==> config.mk <==
export PLATFORM = sky130hd
export DESIGN_NAME = hid_boot_keyboard_report_diff
export DESIGN_NICKNAME = d
export VERILOG_FILES = /design/src/hbkd_pkg.sv /design/src/hid_boot_keyboard_report_diff.sv /design/src/hbkd_diff.sv /design/src/hbkd_emit.sv
export SDC_FILE = /design/constraint.sdc
export NUM_CORES = 1
export LEC_CHECK = 0
export ABC_AREA = 1
export BUFFER_PORTS_ARGS = -buffer_cell sky130_fd_sc_hd__buf_4
export CAP_MARGIN = 10
export CORE_MARGIN = 10
export CORE_UTILIZATION = 35
export DETAILED_ROUTE_END_ITERATION = 7
export GPL_ROUTABILITY_DRIVEN = 1
export MAX_ROUTING_LAYER = met4
export PLACE_DENSITY = 0.48
export SLEW_MARGIN = 40
export SYNTH_ARGS = -nofsm -noshare
export SYNTH_HDL_FRONTEND = slang
export SYNTH_SLANG_ARGS = --single-unit
==> constraint.sdc <==
create_clock -name i_clk -period 9.2 [get_ports i_clk]
set_clock_uncertainty 0.1 [all_clocks]
set_input_delay 0.92 -clock i_clk [delete_from_list [all_inputs] [get_ports i_clk]]
set_output_delay 0.92 -clock i_clk [all_outputs]
set_load 0.1 [all_outputs]
==> src/hbkd_pkg.sv <==
// Package for the HID boot keyboard report differ.
// Holds the transaction types, kind codes and report constants.
// No dependencies.
`timescale 1ns / 1ps

package hbkd_pkg;

    localparam int BYTE_W      = 8;
    localparam int INPUT_SLOTS = 6;

    // Item kinds.
    localparam logic KIND_REPORT = 1'b0;
    localparam logic KIND_CLEAR  = 1'b1;

    // Reports shorter than this are dropped.
    localparam logic [6:0] MIN_REPORT_BYTES = 7'd8;

    typedef struct packed {
        logic              kind;
        logic [6:0]        report_bytes;
        logic [BYTE_W-1:0] modifiers;
        logic [BYTE_W-1:0] key_slot_0;
        logic [BYTE_W-1:0] key_slot_1;
        logic [BYTE_W-1:0] key_slot_2;
        logic [BYTE_W-1:0] key_slot_3;
        logic [BYTE_W-1:0] key_slot_4;
        logic [BYTE_W-1:0] key_slot_5;
    } t_in;

    typedef struct packed {
        logic              is_modifier;
        logic [BYTE_W-1:0] event_code;
        logic              released;
        logic              last;
    } t_out;

    // Key slot by index; slots past the report's six read as empty.
    function automatic logic [BYTE_W-1:0] slot_of(t_in item, int idx);
        logic [BYTE_W-1:0] v;
        case (idx)
            0:       v = item.key_slot_0;
            1:       v = item.key_slot_1;
            2:       v = item.key_slot_2;
            3:       v = item.key_slot_3;
            4:       v = item.key_slot_4;
            5:       v = item.key_slot_5;
            default: v = '0;
        endcase
        return v;
    endfunction

endpackage

==> src/hid_boot_keyboard_report_diff.sv <==
// Top level of the HID boot keyboard report differ.
// Depends on hbkd_pkg, hbkd_diff and hbkd_emit.
`timescale 1ns / 1ps

//  Channel   Direction  Handshake                 Payload
//  in        input      i_in_valid / o_in_ready   i_in_data   (hbkd_pkg::t_in)
//  out       output     o_out_valid / i_out_ready o_out_data  (hbkd_pkg::t_out)
//
// A transaction on the input channel lands in the input register. From there it is
// compared against the held report and its events move into the event register,
// which hands them to the output register one per cycle while the output is not
// stalled; a report with no events leaves the event register free.
// The first event reaches the output through the input, event and output registers.
// Reset (synchronous, active low) clears the held report and all valid flags.
// A stall on the output holds the events in place; the input register keeps taking
// transactions as long as the event register frees up behind it.

module hid_boot_keyboard_report_diff #(
    parameter int KEY_SLOTS     = 6,
    parameter int MODIFIER_BITS = 8
) (
    input  logic           i_clk,
    input  logic           i_rst_n,
    input  logic           i_in_valid,
    output logic           o_in_ready,
    input  hbkd_pkg::t_in  i_in_data,
    output logic           o_out_valid,
    input  logic           i_out_ready,
    output hbkd_pkg::t_out o_out_data
);

    localparam int NE = MODIFIER_BITS + 2 * KEY_SLOTS;

    // Input register.
    logic          r_in_vld;
    hbkd_pkg::t_in r_in;

    logic                        w_ev_free;
    logic                        w_take;
    logic                        w_in_ready;
    logic [NE-1:0]               w_ev_mask;
    logic [hbkd_pkg::BYTE_W-1:0] w_ev_code [NE];
    logic [NE-1:0]               w_ev_rel;

    // The held report is updated at the moment an item leaves the input register,
    // so items are judged strictly in arrival order.
    assign w_take     = r_in_vld && w_ev_free;
    assign w_in_ready = !r_in_vld || w_take;
    assign o_in_ready = w_in_ready;

    always_ff @(posedge i_clk) begin
        if (!i_rst_n) begin
            r_in_vld <= 1'b0;
        end else if (w_in_ready) begin
            r_in_vld <= i_in_valid;
        end
    end

    always_ff @(posedge i_clk) begin
        if (i_in_valid && w_in_ready) begin
            r_in <= i_in_data;
        end
    end

    hbkd_diff #(
        .KEY_SLOTS    (KEY_SLOTS),
        .MODIFIER_BITS(MODIFIER_BITS)
    ) u_diff (
        .i_clk    (i_clk),
        .i_rst_n  (i_rst_n),
        .i_item   (r_in),
        .i_take   (w_take),
        .o_ev_mask(w_ev_mask),
        .o_ev_code(w_ev_code),
        .o_ev_rel (w_ev_rel)
    );

    hbkd_emit #(
        .KEY_SLOTS    (KEY_SLOTS),
        .MODIFIER_BITS(MODIFIER_BITS)
    ) u_emit (
        .i_clk      (i_clk),
        .i_rst_n    (i_rst_n),
        .i_load     (w_take),
        .i_ev_mask  (w_ev_mask),
        .i_ev_code  (w_ev_code),
        .i_ev_rel   (w_ev_rel),
        .o_free     (w_ev_free),
        .o_out_valid(o_out_valid),
        .i_out_ready(i_out_ready),
        .o_out_data (o_out_data)
    );

endmodule

==> src/hbkd_diff.sv <==
// Held report state and the compare logic that builds the event set of one report.
// Depends on hbkd_pkg.
`timescale 1ns / 1ps

module hbkd_diff #(
    parameter int KEY_SLOTS     = 6,
    parameter int MODIFIER_BITS = 8,
    localparam int NE           = MODIFIER_BITS + 2 * KEY_SLOTS
) (
    input  logic                       i_clk,
    input  logic                       i_rst_n,
    input  hbkd_pkg::t_in              i_item,
    input  logic                       i_take,
    output logic [NE-1:0]              o_ev_mask,
    output logic [hbkd_pkg::BYTE_W-1:0] o_ev_code [NE],
    output logic [NE-1:0]              o_ev_rel
);

    logic [hbkd_pkg::BYTE_W-1:0] r_held_mods;
    logic [hbkd_pkg::BYTE_W-1:0] r_held_keys [KEY_SLOTS];
    logic [hbkd_pkg::BYTE_W-1:0] w_now [KEY_SLOTS];
    logic [KEY_SLOTS-1:0]        w_still;
    logic [KEY_SLOTS-1:0]        w_was;
    logic                        w_report_ok;

    assign w_report_ok = (i_item.kind == hbkd_pkg::KIND_REPORT) &&
                         (i_item.report_bytes >= hbkd_pkg::MIN_REPORT_BYTES);

    always_comb begin
        for (int j = 0; j < KEY_SLOTS; j++) begin
            w_now[j] = hbkd_pkg::slot_of(i_item, j);
        end
    end

    // Cross compare of old and new slots; each pair is independent.
    always_comb begin
        for (int i = 0; i < KEY_SLOTS; i++) begin
            w_still[i] = 1'b0;
            w_was[i]   = 1'b0;
            for (int j = 0; j < KEY_SLOTS; j++) begin
                w_still[i] = w_still[i] | (w_now[j] == r_held_keys[i]);
                w_was[i]   = w_was[i] | (r_held_keys[j] == w_now[i]);
            end
        end
    end

    // Event order: modifier bits, then releases by old slot, then presses by new slot.
    always_comb begin
        for (int b = 0; b < MODIFIER_BITS; b++) begin
            o_ev_mask[b] = w_report_ok && (i_item.modifiers[b] ^ r_held_mods[b]);
            o_ev_code[b] = hbkd_pkg::BYTE_W'(b);
            o_ev_rel[b]  = ~i_item.modifiers[b];
        end
        for (int i = 0; i < KEY_SLOTS; i++) begin
            o_ev_mask[MODIFIER_BITS + i] = w_report_ok && (r_held_keys[i] != '0) && !w_still[i];
            o_ev_code[MODIFIER_BITS + i] = r_held_keys[i];
            o_ev_rel[MODIFIER_BITS + i]  = 1'b1;
        end
        for (int j = 0; j < KEY_SLOTS; j++) begin
            o_ev_mask[MODIFIER_BITS + KEY_SLOTS + j] = w_report_ok && (w_now[j] != '0) &&
                                                       !w_was[j];
            o_ev_code[MODIFIER_BITS + KEY_SLOTS + j] = w_now[j];
            o_ev_rel[MODIFIER_BITS + KEY_SLOTS + j]  = 1'b0;
        end
    end

    always_ff @(posedge i_clk) begin
        if (!i_rst_n) begin
            r_held_mods <= '0;
            for (int i = 0; i < KEY_SLOTS; i++) begin
                r_held_keys[i] <= '0;
            end
        end else if (i_take) begin
            if (i_item.kind == hbkd_pkg::KIND_CLEAR) begin
                r_held_mods <= '0;
                for (int i = 0; i < KEY_SLOTS; i++) begin
                    r_held_keys[i] <= '0;
                end
            end else if (w_report_ok) begin
                r_held_mods <= i_item.modifiers;
                for (int i = 0; i < KEY_SLOTS; i++) begin
                    r_held_keys[i] <= w_now[i];
                end
            end
        end
    end

endmodule

==> src/hbkd_emit.sv <==
// Event register and output register: hands out the pending events of one report in order.
// Depends on hbkd_pkg.
`timescale 1ns / 1ps

module hbkd_emit #(
    parameter int KEY_SLOTS     = 6,
    parameter int MODIFIER_BITS = 8,
    localparam int NE           = MODIFIER_BITS + 2 * KEY_SLOTS
) (
    input  logic                        i_clk,
    input  logic                        i_rst_n,
    input  logic                        i_load,
    input  logic [NE-1:0]               i_ev_mask,
    input  logic [hbkd_pkg::BYTE_W-1:0] i_ev_code [NE],
    input  logic [NE-1:0]               i_ev_rel,
    output logic                        o_free,
    output logic                        o_out_valid,
    input  logic                        i_out_ready,
    output hbkd_pkg::t_out              o_out_data
);

    logic [NE-1:0]               r_ev_mask;
    logic [hbkd_pkg::BYTE_W-1:0] r_ev_code [NE];
    logic [NE-1:0]               r_ev_rel;
    logic                        r_out_vld;
    hbkd_pkg::t_out              r_out;

    logic [NE-1:0]               w_pick;
    logic [NE-1:0]               w_rest;
    logic                        w_out_free;
    logic                        w_fire;
    logic [hbkd_pkg::BYTE_W-1:0] w_code;
    logic                        w_rel;

    // Lowest pending event, isolated as a one-hot vector.
    assign w_pick     = r_ev_mask & (~r_ev_mask + NE'(1));
    assign w_rest     = r_ev_mask & ~w_pick;
    assign w_out_free = !r_out_vld || i_out_ready;
    assign w_fire     = (r_ev_mask != '0) && w_out_free;
    assign o_free     = (r_ev_mask == '0) || (w_fire && (w_rest == '0));

    always_comb begin
        w_code = '0;
        w_rel  = 1'b0;
        for (int i = 0; i < NE; i++) begin
            if (w_pick[i]) begin
                w_code = w_code | r_ev_code[i];
                w_rel  = w_rel | r_ev_rel[i];
            end
        end
    end

    always_ff @(posedge i_clk) begin
        if (!i_rst_n) begin
            r_ev_mask <= '0;
            r_out_vld <= 1'b0;
        end else begin
            if (i_load) begin
                r_ev_mask <= i_ev_mask;
            end else if (w_fire) begin
                r_ev_mask <= w_rest;
            end
            if (w_fire) begin
                r_out_vld <= 1'b1;
            end else if (i_out_ready) begin
                r_out_vld <= 1'b0;
            end
        end
    end

    always_ff @(posedge i_clk) begin
        if (i_load) begin
            r_ev_code <= i_ev_code;
            r_ev_rel  <= i_ev_rel;
        end
        if (w_fire) begin
            r_out.is_modifier <= |w_pick[MODIFIER_BITS-1:0];
            r_out.event_code  <= w_code;
            r_out.released    <= w_rel;
            r_out.last        <= (w_rest == '0);
        end
    end

    assign o_out_valid = r_out_vld;
    assign o_out_data  = r_out;

    a_pick_onehot: assert property (@(posedge i_clk) disable iff (!i_rst_n)
        $onehot0(w_pick))
        else $error("event pick is not one-hot");

    a_load_when_free: assert property (@(posedge i_clk) disable iff (!i_rst_n)
        i_load |-> (r_ev_mask == '0) || (w_fire && (w_rest == '0)))
        else $error("new report loaded over pending events");

    a_pending_moves: assert property (@(posedge i_clk) disable iff (!i_rst_n)
        (r_ev_mask != '0) && !r_out_vld |=> r_out_vld)
        else $error("pending event not moved to the free output register");

    a_last_ends_report: assert property (@(posedge i_clk) disable iff (!i_rst_n)
        w_fire && (w_rest == '0) && !i_load |=> (r_ev_mask == '0) && r_out.last)
        else $error("final event of a report not flagged");

endmodule
### Yosys cells after proc, flatten, opt, wreduce, memory -nomap -nowiden

Memory sizes are Yosys's and may differ from the RTL's.
Cells that the tools add are included.
Widths: inputs -> output; s select.

* add/sub/neg operators: 1
* $lt $le $gt $ge: 1
* equal/unequal tests: 72
* multiplexer cells: 55
* bitwise gates (word level): 112
* reductions and logical operators: 75

Operators by type and width (count)
* $eq 8x8->1: 72
* $mux 8: 26
* $reduce_bool 8->1: 12
* $or 8x8->8: 11
* $or 1x1->1: 79
* $and 20x20->20: 2
* $logic_not 20->1: 2
* $mux 20: 2
* $not 20->20: 2
* $logic_and 1x1->1: 37
* $mux 1: 21
* $add 20x1->20 const B: 1
* $reduce_bool 20->1: 1
* $logic_not 1->1: 14
* $mux 3: 4
* $not 1->1: 9
* $or 3x8->8: 1
* $reduce_or 8->1: 1
* $xor 1x1->1: 8
* $ge 7x4->1 const B: 1
* $reduce_bool 2->1: 3
* $reduce_or 6->1: 1
* $mux 2: 2
* $logic_or 1x1->1: 3
* $reduce_and 2->1: 1

* register bits after elaboration: 209
* bits in writable memories: 48
* input port bits: 68
* output and inout port bits: 13
* logic and storage cells: 347
* memories kept: 1

Memories
* u_diff.r_held_keys: words 6, bits a word 8, rd ports 6, clocked after Yosys merged registers in 0, wr ports 6, RTL line hbkd_diff.sv:20 `logic [hbkd_pkg::BYTE_W-1:0] r_held_keys [KEY_SLOTS];`

### Longest topological paths before layout

Gate-level depths: netlist of run 1.

* depth in word-level cells: 34
* mapped depth: 15
* depth with buffers taken out: 14

### Modules after synthesis

From an unflattened synthesis of run 1, not the netlist that was laid out.

* cell total of the unflattened synthesis: 2551
* area, all modules: 19459.9 sq um

By module, submodules not included
* hbkd_diff: instances 1, cells each 1717, area an instance 8948.6 sq um, sequential area each 1601.5 sq um
* hbkd_emit: instances 1, cells each 761, area an instance 8530.7 sq um, sequential area each 6155.9 sq um
* hid_boot_keyboard_report_diff: instances 1, cells each 73, area an instance 1980.6 sq um, sequential area each 1941.9 sq um

### Least setup slack after synthesis of run 1

OpenSTA, ideal clock, no wires.

* path kind: flip-flop to flip-flop
* start point: register u_emit.r_ev_mask[0]
* end point: memory u_diff.r_held_keys[0][33] in the netlist's numbering (data pin)
* setup time: 0.136 ns
* arrival time: 3.857 ns
* required time: 8.964 ns
* path slack: 5.108 ns
* cell stages (with the launch flop): 16
* path buffers: 2
* period minus slack after synthesis: 4.092 ns
* cells stage by stage: dfxtp_1 -> nor2_4 -> nand2_2 -> nor2_2 -> nand2_1 -> inv_1 -> nand2_1 -> nand2_1 -> nand2_1 -> nor2_1 -> nand3_2 -> a21oi_4 -> nand3_2 -> buf_6 -> buf_6 -> nor2_2

RTL lines
* start: declaration: RTL line hbkd_emit.sv:22 `logic [NE-1:0] r_ev_mask;`
* start signal: assignment: RTL line hbkd_emit.sv:59 `r_ev_mask <= i_ev_mask;`
* start signal: assignment: RTL line hbkd_emit.sv:61 `r_ev_mask <= w_rest;`
* end: declaration: RTL line hbkd_diff.sv:20

==> results of run 1 <==
==> report_power, final <==
group,internal (W),switching [W]
combinational,0.000617,0.00141
clock,0.000783,0.000472
sequential,0.00173,0.000514
total,0.00313,0.00239
==> sequential cells by signal, summed over array words and instances (netlist names) <==
register and count:
r_in 61, r_in_vld 1, u_diff.r_held_keys 48, u_diff.r_held_mods 8
u_emit.o_out_data 11, u_emit.o_out_valid 1, u_emit.r_ev_code 96, u_emit.r_ev_mask 20
u_emit.r_ev_rel 8
==> worst paths after layout <==
kind / start / cells past startpoint / to / slack, ns
worst max-delay path: u_emit.r_ev_mask[0] / 14 / u_diff.r_held_keys[0][39] / 5.28
worst min-delay path: u_diff.r_held_mods[1] / 2 / u_diff.r_held_mods[1] / 0.38
worst max register to register: u_emit.r_ev_mask[0] / 14 / u_diff.r_held_keys[0][39] / 5.28
worst min register to register: u_diff.r_held_mods[1] / 2 / u_diff.r_held_mods[1] / 0.38
==> critical path: stages (launching register included) <==
cell,delay [ns]
dfxtp_1,0.37
nor2_4,0.20
nand2_2,0.10
nor2_2,0.14
nand2_1,0.14
inv_1,0.12
nand2_1,0.05
nand2_1,0.08
nand2_1,0.08
nor2_1,0.14
nand3_2,0.13
nand2_1,0.58
nand3_1,0.59
nand2_2,0.16
buf_4,0.51
==> Yosys cell counts, drive strengths merged, types with 2 or more instances <==
cell | instances | area [um2]
a221oi | 2 | 17.52
nor3 | 23 | 115.1
a211oi | 9 | 67.56
xor2 | 139 | 1217
xnor2 | 67 | 586.8
or2 | 4 | 25.02
nor2 | 152 | 653.1
edfxtp | 224 | 6726
o21ai | 25 | 128.9
clkinv | 3 | 11.26
a21oi | 86 | 441.7
and2 | 2 | 12.52
o2bb2ai | 3 | 26.28
a22oi | 5 | 37.54
nor4 | 22 | 137.6
nand3 | 62 | 325.3
a22o | 9 | 78.83
buf | 14 | 80.08
clkbuf | 102 | 382.9
nand4 | 92 | 575.6
nand2 | 313 | 1180
dfxtp | 30 | 600.6
inv | 138 | 518.0
==> layout by cell type (no fill, tap or decap), types with 2 or more instances in the layout <==
cell type,synthesis,final
a211oi_1,9,9
a21oi_1,85,85
a221oi_1,2,2
a22o_1,9,9
a22oi_1,5,5
buf_4,0,85
bufinv_16,0,6
clkbuf_1,102,3
clkbuf_16,0,29
clkbuf_8,0,5
clkinv_1,3,5
clkinv_2,0,2
clkinvlp_4,0,4
dfxtp_1,30,29
edfxtp_1,224,224
inv_1,136,135
inv_2,2,3
nand2_1,311,310
nand2_2,2,3
nand3_1,59,59
nand3_2,3,3
nand4_1,92,92
nor2_1,125,125
nor2_2,24,24
nor2_4,3,3
nor3_1,23,23
nor4_1,22,22
o21ai_0,23,22
o21ai_2,1,2
o2bb2ai_1,3,3
or2_2,4,4
xnor2_1,67,67
xor2_1,139,139
==> routing by layer <==
layer / up-vias / share of wire, %
met4: 0 / 2.0
met2: 328 / 48
li1: 5117 / -
met3: 52 / 5.2
met5: - / 0
met1: 5268 / 45
==> metrics by stage <==
stage | utilization, % | area [um2] | setup slack [ns] | total power [W]
3_5_place_dp | 37.41 | 14830 | 5.226 | 0.004295
3_3_place_gp | 37.41 | 14830 | 5.218 | 0.004276
6_report | 40.04 | 15870 | 5.281 | 0.005522
2_1_floorplan | - | 13980 | 5.108 | 0.003579
5_1_grt | 40.04 | 15870 | 4.710 | 0.005877
4_1_cts | 40.03 | 15870 | 5.203 | 0.005566
==> final cells by class <==
| class | count | area [um2] |
|---|---|---|
| Tap cell | 525 | 656.9 |
| Clock buffer | 37 | 805.8 |
| Timing Repair Buffer | 85 | 638.1 |
| Sequential cell | 254 | 7328 |
| Fill cell | 3975 | 23770 |
| Inverter | 141 | 529.3 |
| Clock inverter | 15 | 234.0 |
| Multi-Input combinational cell | 1020 | 5678 |
==> logic make-up after synthesis <==
family	synth area share (%)
compound gates	5.941
simple gates	21.67
xor+xnor	12.90
flops	52.39
buf+inv	7.095
==> qor.yml, run 1 <==
placement:
  hpwl_um: 35270
  gp_congestion: 0.9518
  dp.cells: 2025
  port_buffers: 77
yosys:
  syn-num-nets: 1599
  synth_cell_types: 39
  yosys_warnings: 0
  yosysSeqAreaShare_pct: 52.39
  synth_edf_count: 224
  synthFlopType: "edfxtp_1"
  syn-cell-area_mm2: 0.01398
  synth_area_per_cell_um2: 9.134
  synth-seq-cells: 254
  synthCells: 1531
  synth-async-reset-ratio_pct: 0
floorplan:
  die_w_um: 219.9
  initial_utilization_pct: 35.28
  die_h_um: 219.9
  rows: 73
  dieArea_mm2: 0.04835
  ioPinCount: 81
  coreArea_mm2: 0.03964
route:
  ant_nets: 0
  drc: 0
  drtPass1Iterations: 5
  wl_per_cell_um: 23.14
  vias: 10770
  drt-vias-per-instance: 5.183
  drt_iter0_drc: 1004
  wl_um: 48050
sta:
  maxSlewViolCount: 0
  worst_hold_slack_ns: 0.3835
  period_minus_slack_ns: 3.919
  post-route-period-util_pct: 42.60
  rsz0062_at_grt: "no"
  fmax_mhz: 255.2
  setup_viol: 0
  max_slew_margin_pct: 45.84
  fin_tns_setup_ns: 0
  worst_pin_slew_ns: 0.8124
  report.final.hold_viol_count: 0
clock_network:
  cts_setup_buffers: 0
  cts_root_buf: "clkbuf_16"
  hold_buffers: 0
  htree_levels: 1
  post_cts_resized: 0
  cts.sinks: 254
  cts_buffers: 29
  cts_buffer_depth: 3
  cts_tree: "done"
  clock_latency_ns: 0.56
  clkSlewWorstSetupHoldPaths_ns: 0.06
cells_and_area:
  stdcell_count: 2077
  drive_above_1_share_pct: 11.40
  syn_to_final_growth_pct: 13.48
  antenna_cells: 0
  nets: 1599
worst_setup_path:
  critical_path_class: "reg -> reg"
  required_ns: 9.28
  critPathLaunchType: "register"
  arrival_ns: 4.00
  crit_path_end_kind: "register"
  worstPathMaxFanout: 40
power:
  irDropWorstVdd_mv: 0.1617
  p_per_area_mw_per_mm2: 347.9
  power_leakage_nw: 6.417
global_route:
  grt_util_met1_pct: 27.19
  grt_pass1_vias: 10540
  gr-total-overflow: 0
  grt_first_pass_wirelength_um: 70300
  top_usage_layer: "met2"
  gr-usage-met2_pct: 32.17
  antenna_found_initial: 0
  grt_max_degree: 61
  met3_usage_pct: 2.112
  grt_usage_pct: 20.24
job:
  maxCapViolCount: 0
outcome:
  outcome: "finished clean"
hold_path:
  hold_class: "reg -> reg"
Note: power is estimated with default switching activity, not from simulation.
==> run 2: changes to the inputs <==
clock period = 4 ns   (was 9.2 ns; I/O delays follow)
==> run 2 against run 1 <==
Routed wire length grew 0.85%. Worst hold slack lost 0.33 ns. Clock power grew 120%.
==> qor.yml, run 2 (synthesis results as in run 1) <==
power:
  total_power_w: 0.01280  # was 0.005522 W
  power_leakage_nw: 6.697  # was 6.417 nW
  irDropWorstVdd_mv: 0.4471  # was 0.1617 mV
  p_per_area_mw_per_mm2: 774.5  # was 347.9 mW/mm2
clock_network:
  cts_tree: "done"  # unchanged
  hold_buffers: 61  # was 0
  cts_root_buf: "clkbuf_16"  # unchanged
  cts.sinks: 254  # unchanged
  htree_levels: 1  # unchanged
  cts_buffer_depth: 3  # unchanged
  cts_buffers: 30  # was 29
  clock_latency_ns: 0.58  # was 0.56 ns
  post_cts_resized: 0  # unchanged
  clkSlewWorstSetupHoldPaths_ns: 0.06  # about the same
  cts_setup_buffers: 0  # unchanged
global_route:
  antenna_found_initial: 1  # was 0
  gr-total-overflow: 0  # unchanged
  grt_pass1_vias: 10810  # was 10.54k
  grt_first_pass_wirelength_um: 71430  # was 70300 um
  grt_max_degree: 61  # unchanged
  grt_usage_pct: 20.44  # was 20.24%
cells_and_area:
  largest_registers: "u_emit.r_ev_code x96, r_in x61, u_diff.r_held_keys x48"  # unchanged
  layout_commonest_cell: "nand2_1"  # unchanged
  syn_to_final_growth_pct: 18.21  # was 13.48%
  largest_register_ffs: 96  # unchanged
  antenna_cells: 0  # unchanged
  final_area_mm2: 0.01653  # was 0.01587 mm2
  post-route-util_pct: 41.70  # was 40.04%
  nets: 1666  # was 1599
  drive_above_1_share_pct: 11.41  # was 11.40%
  mostFrequentLayoutCells: "nand2_1 (308), edfxtp_1 (224), xor2_1 (139)"  # was nand2_1 (310), edfxtp_1 (224), xor2_1 (139)
  largest-register: "u_emit.r_ev_code"  # unchanged
worst_setup_path:
  rr_endpoint: "u_diff.r_held_keys[0][27]"  # was u_diff.r_held_keys[0][39]
  critPathLaunchType: "register"  # unchanged
  arrival_ns: 3.33  # was 4.00 ns
  critical_path_class: "reg -> reg"  # unchanged
  crit_path_end_kind: "register"  # unchanged
  r2r_start: "u_emit.r_ev_mask[1]"  # was u_emit.r_ev_mask[0]
  worstPathMaxFanout: 40  # unchanged
  required_ns: 4.08  # was 9.28 ns
  r2r_cells: 14  # unchanged
  r2r_setup_slack_ns: 0.75  # was 5.28 ns
hold_path:
  whs_endpoint: "r_in_vld"  # was u_diff.r_held_mods[1]
  min_path_cells: 3  # was 2
  hold_class: "in -> reg"  # was reg -> reg
  hp-start: "i_in_valid"  # was u_diff.r_held_mods[1]
route:
  drc: 0  # unchanged
  wl_um: 48460  # was 48050 um
  drtPass1Iterations: 7  # was 5
  vias: 11130  # was 10.77k
  wl_per_cell_um: 22.57  # was 23.14 um
  drt-vias-per-instance: 5.183  # about the same
  ant_nets: 0  # unchanged
  drt_iter0_drc: 1090  # was 1004
floorplan:
  initial_utilization_pct: 35.28  # unchanged
  die_h_um: 219.9  # unchanged
  coreArea_mm2: 0.03964  # unchanged
  ioPinCount: 81  # unchanged
  die_w_um: 219.9  # unchanged
  rows: 73  # unchanged
  dieArea_mm2: 0.04835  # unchanged
sta:
  rsz0062_at_grt: "no"  # unchanged
  maxSlewViolCount: 0  # unchanged
  period_minus_slack_ns: 3.248  # was 3.919 ns
  report.final.hold_viol_count: 0  # unchanged
  post-route-period-util_pct: 81.21  # was 42.60%
  worst_pin_slew_ns: 0.7920  # was 0.8124 ns
  setup_viol: 0  # unchanged
  max_slew_margin_pct: 47.14  # was 45.84%
  fmax_mhz: 307.8  # was 255.2 MHz
job:
  maxCapViolCount: 0  # unchanged
placement:
  gp_congestion: 0.9946  # was 0.9518
  hpwl_um: 34960  # was 35270 um
  port_buffers: 77  # unchanged
  place_area_mm2: 0.01492  # was 0.01483 mm2
outcome:
  outcome: "finished clean"  # unchanged
-- run 2: critical path, cell delays in order, from the launching register on --
cell and delay (ns):
dfxtp_2 0.34, nor2_4 0.18, nand3_1 0.18, inv_1 0.15, nand2_1 0.07, nand2_1 0.08, nand2_1 0.06, nor2_1 0.10
nand2_1 0.09, nor2_2 0.10, nand3_2 0.13, nand2_1 0.10, nand3_1 0.44, nand2_2 0.17, buf_4 0.54
-- run 2: worst max path at each step --
| stage | start | end | slack (ns) |
|---|---|---|---|
| after detailed placement | u_emit.r_ev_mask[1] | u_diff.r_held_keys[0][28] | 0.74 |
| after global placement | u_emit.r_ev_mask[6] | u_diff.r_held_keys[0][31] | 0.78 |
| final | u_emit.r_ev_mask[1] | u_diff.r_held_keys[0][27] | 0.75 |
| after global routing | u_emit.r_ev_mask[1] | u_diff.r_held_keys[0][27] | 0.45 |
| after CTS | u_emit.r_ev_mask[1] | u_diff.r_held_keys[0][27] | 0.72 |
| after floorplan | u_emit.r_ev_mask[1] | u_diff.r_held_keys[0][33] | -0.02 |
-- run 2: metrics by stage --
stage	worst slack, ns	cells	setup TNS (ns)	hold WS, ns
floorplan	-0.01859	1531	-0.3671	0.3244
global placement	0.7786	2030	0	0.3712
detailed placement	0.7422	2030	0	0.3728
CTS	0.7247	2147	0	0.02445
global route	0.4457	2147	0	0.05203
finish	0.7516	2147	0	0.04973
-- run 2: metal layers --
layer / routed length [um] / vias to the layer above / GRT usage [%]
li1: - / 5249 / -
met1: 21470 / 5469 / 27.22
met2: 22320 / 346 / 31.50
met3: 3212 / 64 / 3.071
met4: 1451 / 0 / 6.574
met5: 0 / - / -
-- run 2: layout make-up --
type	instances	area (um2)
multi-input combinational	1020	5703
inverter	141	529.3
tap	525	656.9
clock buffer	38	802.0
fill	3883	23110
sequential	254	7333
clock inverter	18	195.2
timing repair buffer	151	1311
-- run 2: power by group --
part,leakage [nW],switching [W],total (W),internal (W)
Combinational,3.81,0.00338,0.00493,0.00155
Clock,0.482,0.00111,0.00278,0.00167
Sequential,2.40,0.00112,0.00509,0.00397
==> run 3: changes to the inputs <==
PLACE_DENSITY = 0.5   (was 0.48)
clock period = 2.96 ns   (was 4 ns; I/O delays follow)
==> run 3 against run 2 <==
Critical path depth down 2. Core utilization up 0.51 points. Global-route usage up 0.13 points.
==> qor.yml, run 3 (synthesis results as in run 1) <==
outcome:
  outcome: "finished clean"  # unchanged
clock_network:
  clock_latency_ns: 0.58  # about the same
  cts.sinks: 254  # unchanged
  cts_buffer_depth: 3  # unchanged
  clkSlewWorstSetupHoldPaths_ns: 0.06  # about the same
  cts_root_buf: "clkbuf_16"  # unchanged
  cts_buffers: 30  # unchanged
  htree_levels: 1  # unchanged
  cts_tree: "done"  # unchanged
  cts_setup_buffers: 0  # unchanged
worst_setup_path:
  crit_top_cell: "nand2_1"  # unchanged
  required_ns: 2.56  # was 4.08 ns
  cp_top_family: "simple AND/OR/NAND/NOR gates"  # unchanged
  critPathLaunchType: "register"  # unchanged
  worstPathMaxFanout: 5  # was 40
  critical_path_class: "reg -> out"  # was reg -> reg
  crit_path_end_kind: "output port"  # was register
  crit_path_top_delay_cell: "dfxtp_2"  # was buf_4
  crit_chain: "nor2_4 > nand2_2 > nor2_2 > nand2_2 > nand2_1 > nand2_1 > nor2_1 > nand2_1 > nor2_2 > nand3_2 > nand3_4 > buf_12"  # was nor2_4 > nand3_1 > inv_1 > nand2_1 > nand2_1 > nand2_1 > nor2_1 > nand2_1 > nor2_2 > nand3_2 > nand2_1 > nand3_1 > nand2_2 > buf_4
  arrival_ns: 2.38  # was 3.33 ns
  path_buf_inv: 1  # was 2
  slowest_delay_ns: 0.34  # was 0.54 ns
job:
  maxCapViolCount: 0  # unchanged
cells_and_area:
  final_area_mm2: 0.01673  # was 0.01653 mm2
  layout_commonest_cell: "nand2_1"  # unchanged
  largest_register_ffs: 96  # unchanged
  largest-register: "u_emit.r_ev_code"  # unchanged
  stdcell_count: 2171  # was 2147
  mostFrequentLayoutCells: "nand2_1 (308), edfxtp_1 (224), xor2_1 (139)"  # unchanged
  post-route-util_pct: 42.21  # was 41.70%
  largest_registers: "u_emit.r_ev_code x96, r_in x61, u_diff.r_held_keys x48"  # unchanged
  antenna_cells: 0  # unchanged
  nets: 1690  # was 1666
  drive_above_1_share_pct: 12.76  # was 11.41%
  nFillCells: 3911  # was 3883
  syn_to_final_growth_pct: 19.66  # was 18.21%
power:
  p_seq_share_pct: 39.3  # was 39.8%
  p_switching_w: 0.007644  # was 0.005615 W
  p_comb_share_pct: 40.2  # was 38.5%
  power_leakage_nw: 6.819  # was 6.697 nW
  total_power_w: 0.01737  # was 0.01280 W
  p_per_area_mw_per_mm2: 1038  # was 774.5 mW/mm2
  irDropWorstVdd_mv: 0.4961  # was 0.4471 mV
  power.share.switching_pct: 44.01  # was 43.86%
  internal-power_w: 0.009723  # was 0.007188 W
  p_clk_share_pct: 20.4  # was 21.7%
sta:
  setup_viol: 0  # unchanged
  report.final.hold_viol_count: 0  # unchanged
  post-route-period-util_pct: 93.87
  worst_hold_slack_ns: 0.08877  # was 0.04973 ns
  worst_pin_slew_ns: 0.7005  # was 0.7920 ns
  fmax_mhz: 359.9
  period_minus_slack_ns: 2.778
  max_slew_margin_pct: 53.30  # was 47.14%
  maxSlewViolCount: 0  # unchanged
placement:
  dp.cells: 2052  # was 2030
  gp_congestion: 0.9869  # was 0.9946
  place_area_mm2: 0.01513  # was 0.01492 mm2
  hpwl_um: 35470  # was 34960 um
  port_buffers: 77  # unchanged
global_route:
  gr-total-overflow: 0  # unchanged
  grt_first_pass_wirelength_um: 71800  # was 71430 um
  met3_usage_pct: 2.400  # was 3.071%
  grt_usage_pct: 20.58  # was 20.44%
  grt_max_degree: 49  # was 61
  grt_util_met1_pct: 27.17  # was 27.22%
  antenna_found_initial: 0  # was 1
  gr-usage-met2_pct: 32.84  # was 31.50%
  top_usage_layer: "met2"  # unchanged
  grt_pass1_vias: 10880  # was 10.81k
route:
  drt-vias-per-instance: 5.146  # was 5.183
  vias: 11170  # was 11.13k
  wl_per_cell_um: 22.47  # was 22.57 um
  drc: 0  # unchanged
  ant_nets: 0  # unchanged
  drtPass1Iterations: 6  # was 7
  wl_um: 48780  # was 48460 um
  drt_iter0_drc: 1022  # was 1090
floorplan:
  die_h_um: 219.9  # unchanged
  die_w_um: 219.9  # unchanged
  rows: 73  # unchanged
  dieArea_mm2: 0.04835  # unchanged
  coreArea_mm2: 0.03964  # unchanged
  initial_utilization_pct: 35.28  # unchanged
  ioPinCount: 81  # unchanged
hold_path:
  hold_class: "in -> reg"  # unchanged
run 3: cell count changes in the layout (fill, tap and decap cells not counted), sizes merged:
cell         before  now
buf              90  112
bufinv            4    1
clkbuf           38   42
clkinv           15   14
dlygate4sd3      61   63
run 3: metal layers:
layer,vias to the layer above,share of wire (%)
met4,0,2.5
met5,-,0
met2,371,47
li1,5295,-
met1,5443,44
met3,64,6.5
run 3: path summary, 6_finish.rpt:
path                    startpoint                         to  cells after the start  slack (ns)
min                        i_rst_n       u_emit.r_ev_mask[18]                      3        0.09
max            u_emit.r_ev_mask[1]                 o_in_ready                     12        0.18
max reg2reg    u_emit.r_ev_mask[1]  u_diff.r_held_keys[0][10]                     14        0.22
min reg2reg  u_diff.r_held_mods[6]      u_diff.r_held_mods[6]                      2        0.38
run 3: final cells by class:
| class | count | area [um2] | area share [%] |
|---|---|---|---|
| sequential | 254 | 7333 | 43.82 |
| multi-input combinational | 1020 | 5723 | 34.20 |
| timing repair buffer | 175 | 1546 | 9.242 |
| clock buffer | 42 | 847.1 | 5.062 |
| tap | 525 | 656.9 | 3.926 |
| inverter | 141 | 529.3 | 3.163 |
| clock inverter | 14 | 97.59 | 0.5832 |
run 3: worst reg2reg max path: cells and delay by family, from the launching register on:
kind | cells | cell delay, ns
DFF | 1 | 0.34
AOI/OAI and AO/OA | 1 | 0.35
buffers and inverters | 1 | 0.21
and+or+nand+nor | 12 | 1.58
run 3: what timing repair did:
action | 4_1_cts | 5_1_grt
hold endpoints to repair | 63 | 0
setup endpoints to repair | 0 | 1
gates resized for setup | 0 | 7
hold buffers | 63 | 0
run 3: power groups by stage:
stage | sequential, W | combinational, W | clock, W
global route | 0.00693 | 0.00770 | 0.00379
CTS | 0.00680 | 0.00696 | 0.00364
global placement | 0.00686 | 0.00684 | 0
finish | 0.00683 | 0.00699 | 0.00355
detailed placement | 0.00686 | 0.00687 | 0
floorplan | 0.00634 | 0.00486 | 0
run 3: through the flow:
stage	worst slack (ns)	setup TNS [ns]
after global routing	-0.004474	-0.004474
final	0.1815	0
after CTS	0.02170	0
after global placement	0.3408	0
after detailed placement	0.3391	0
after floorplan	-1.057	-179.50
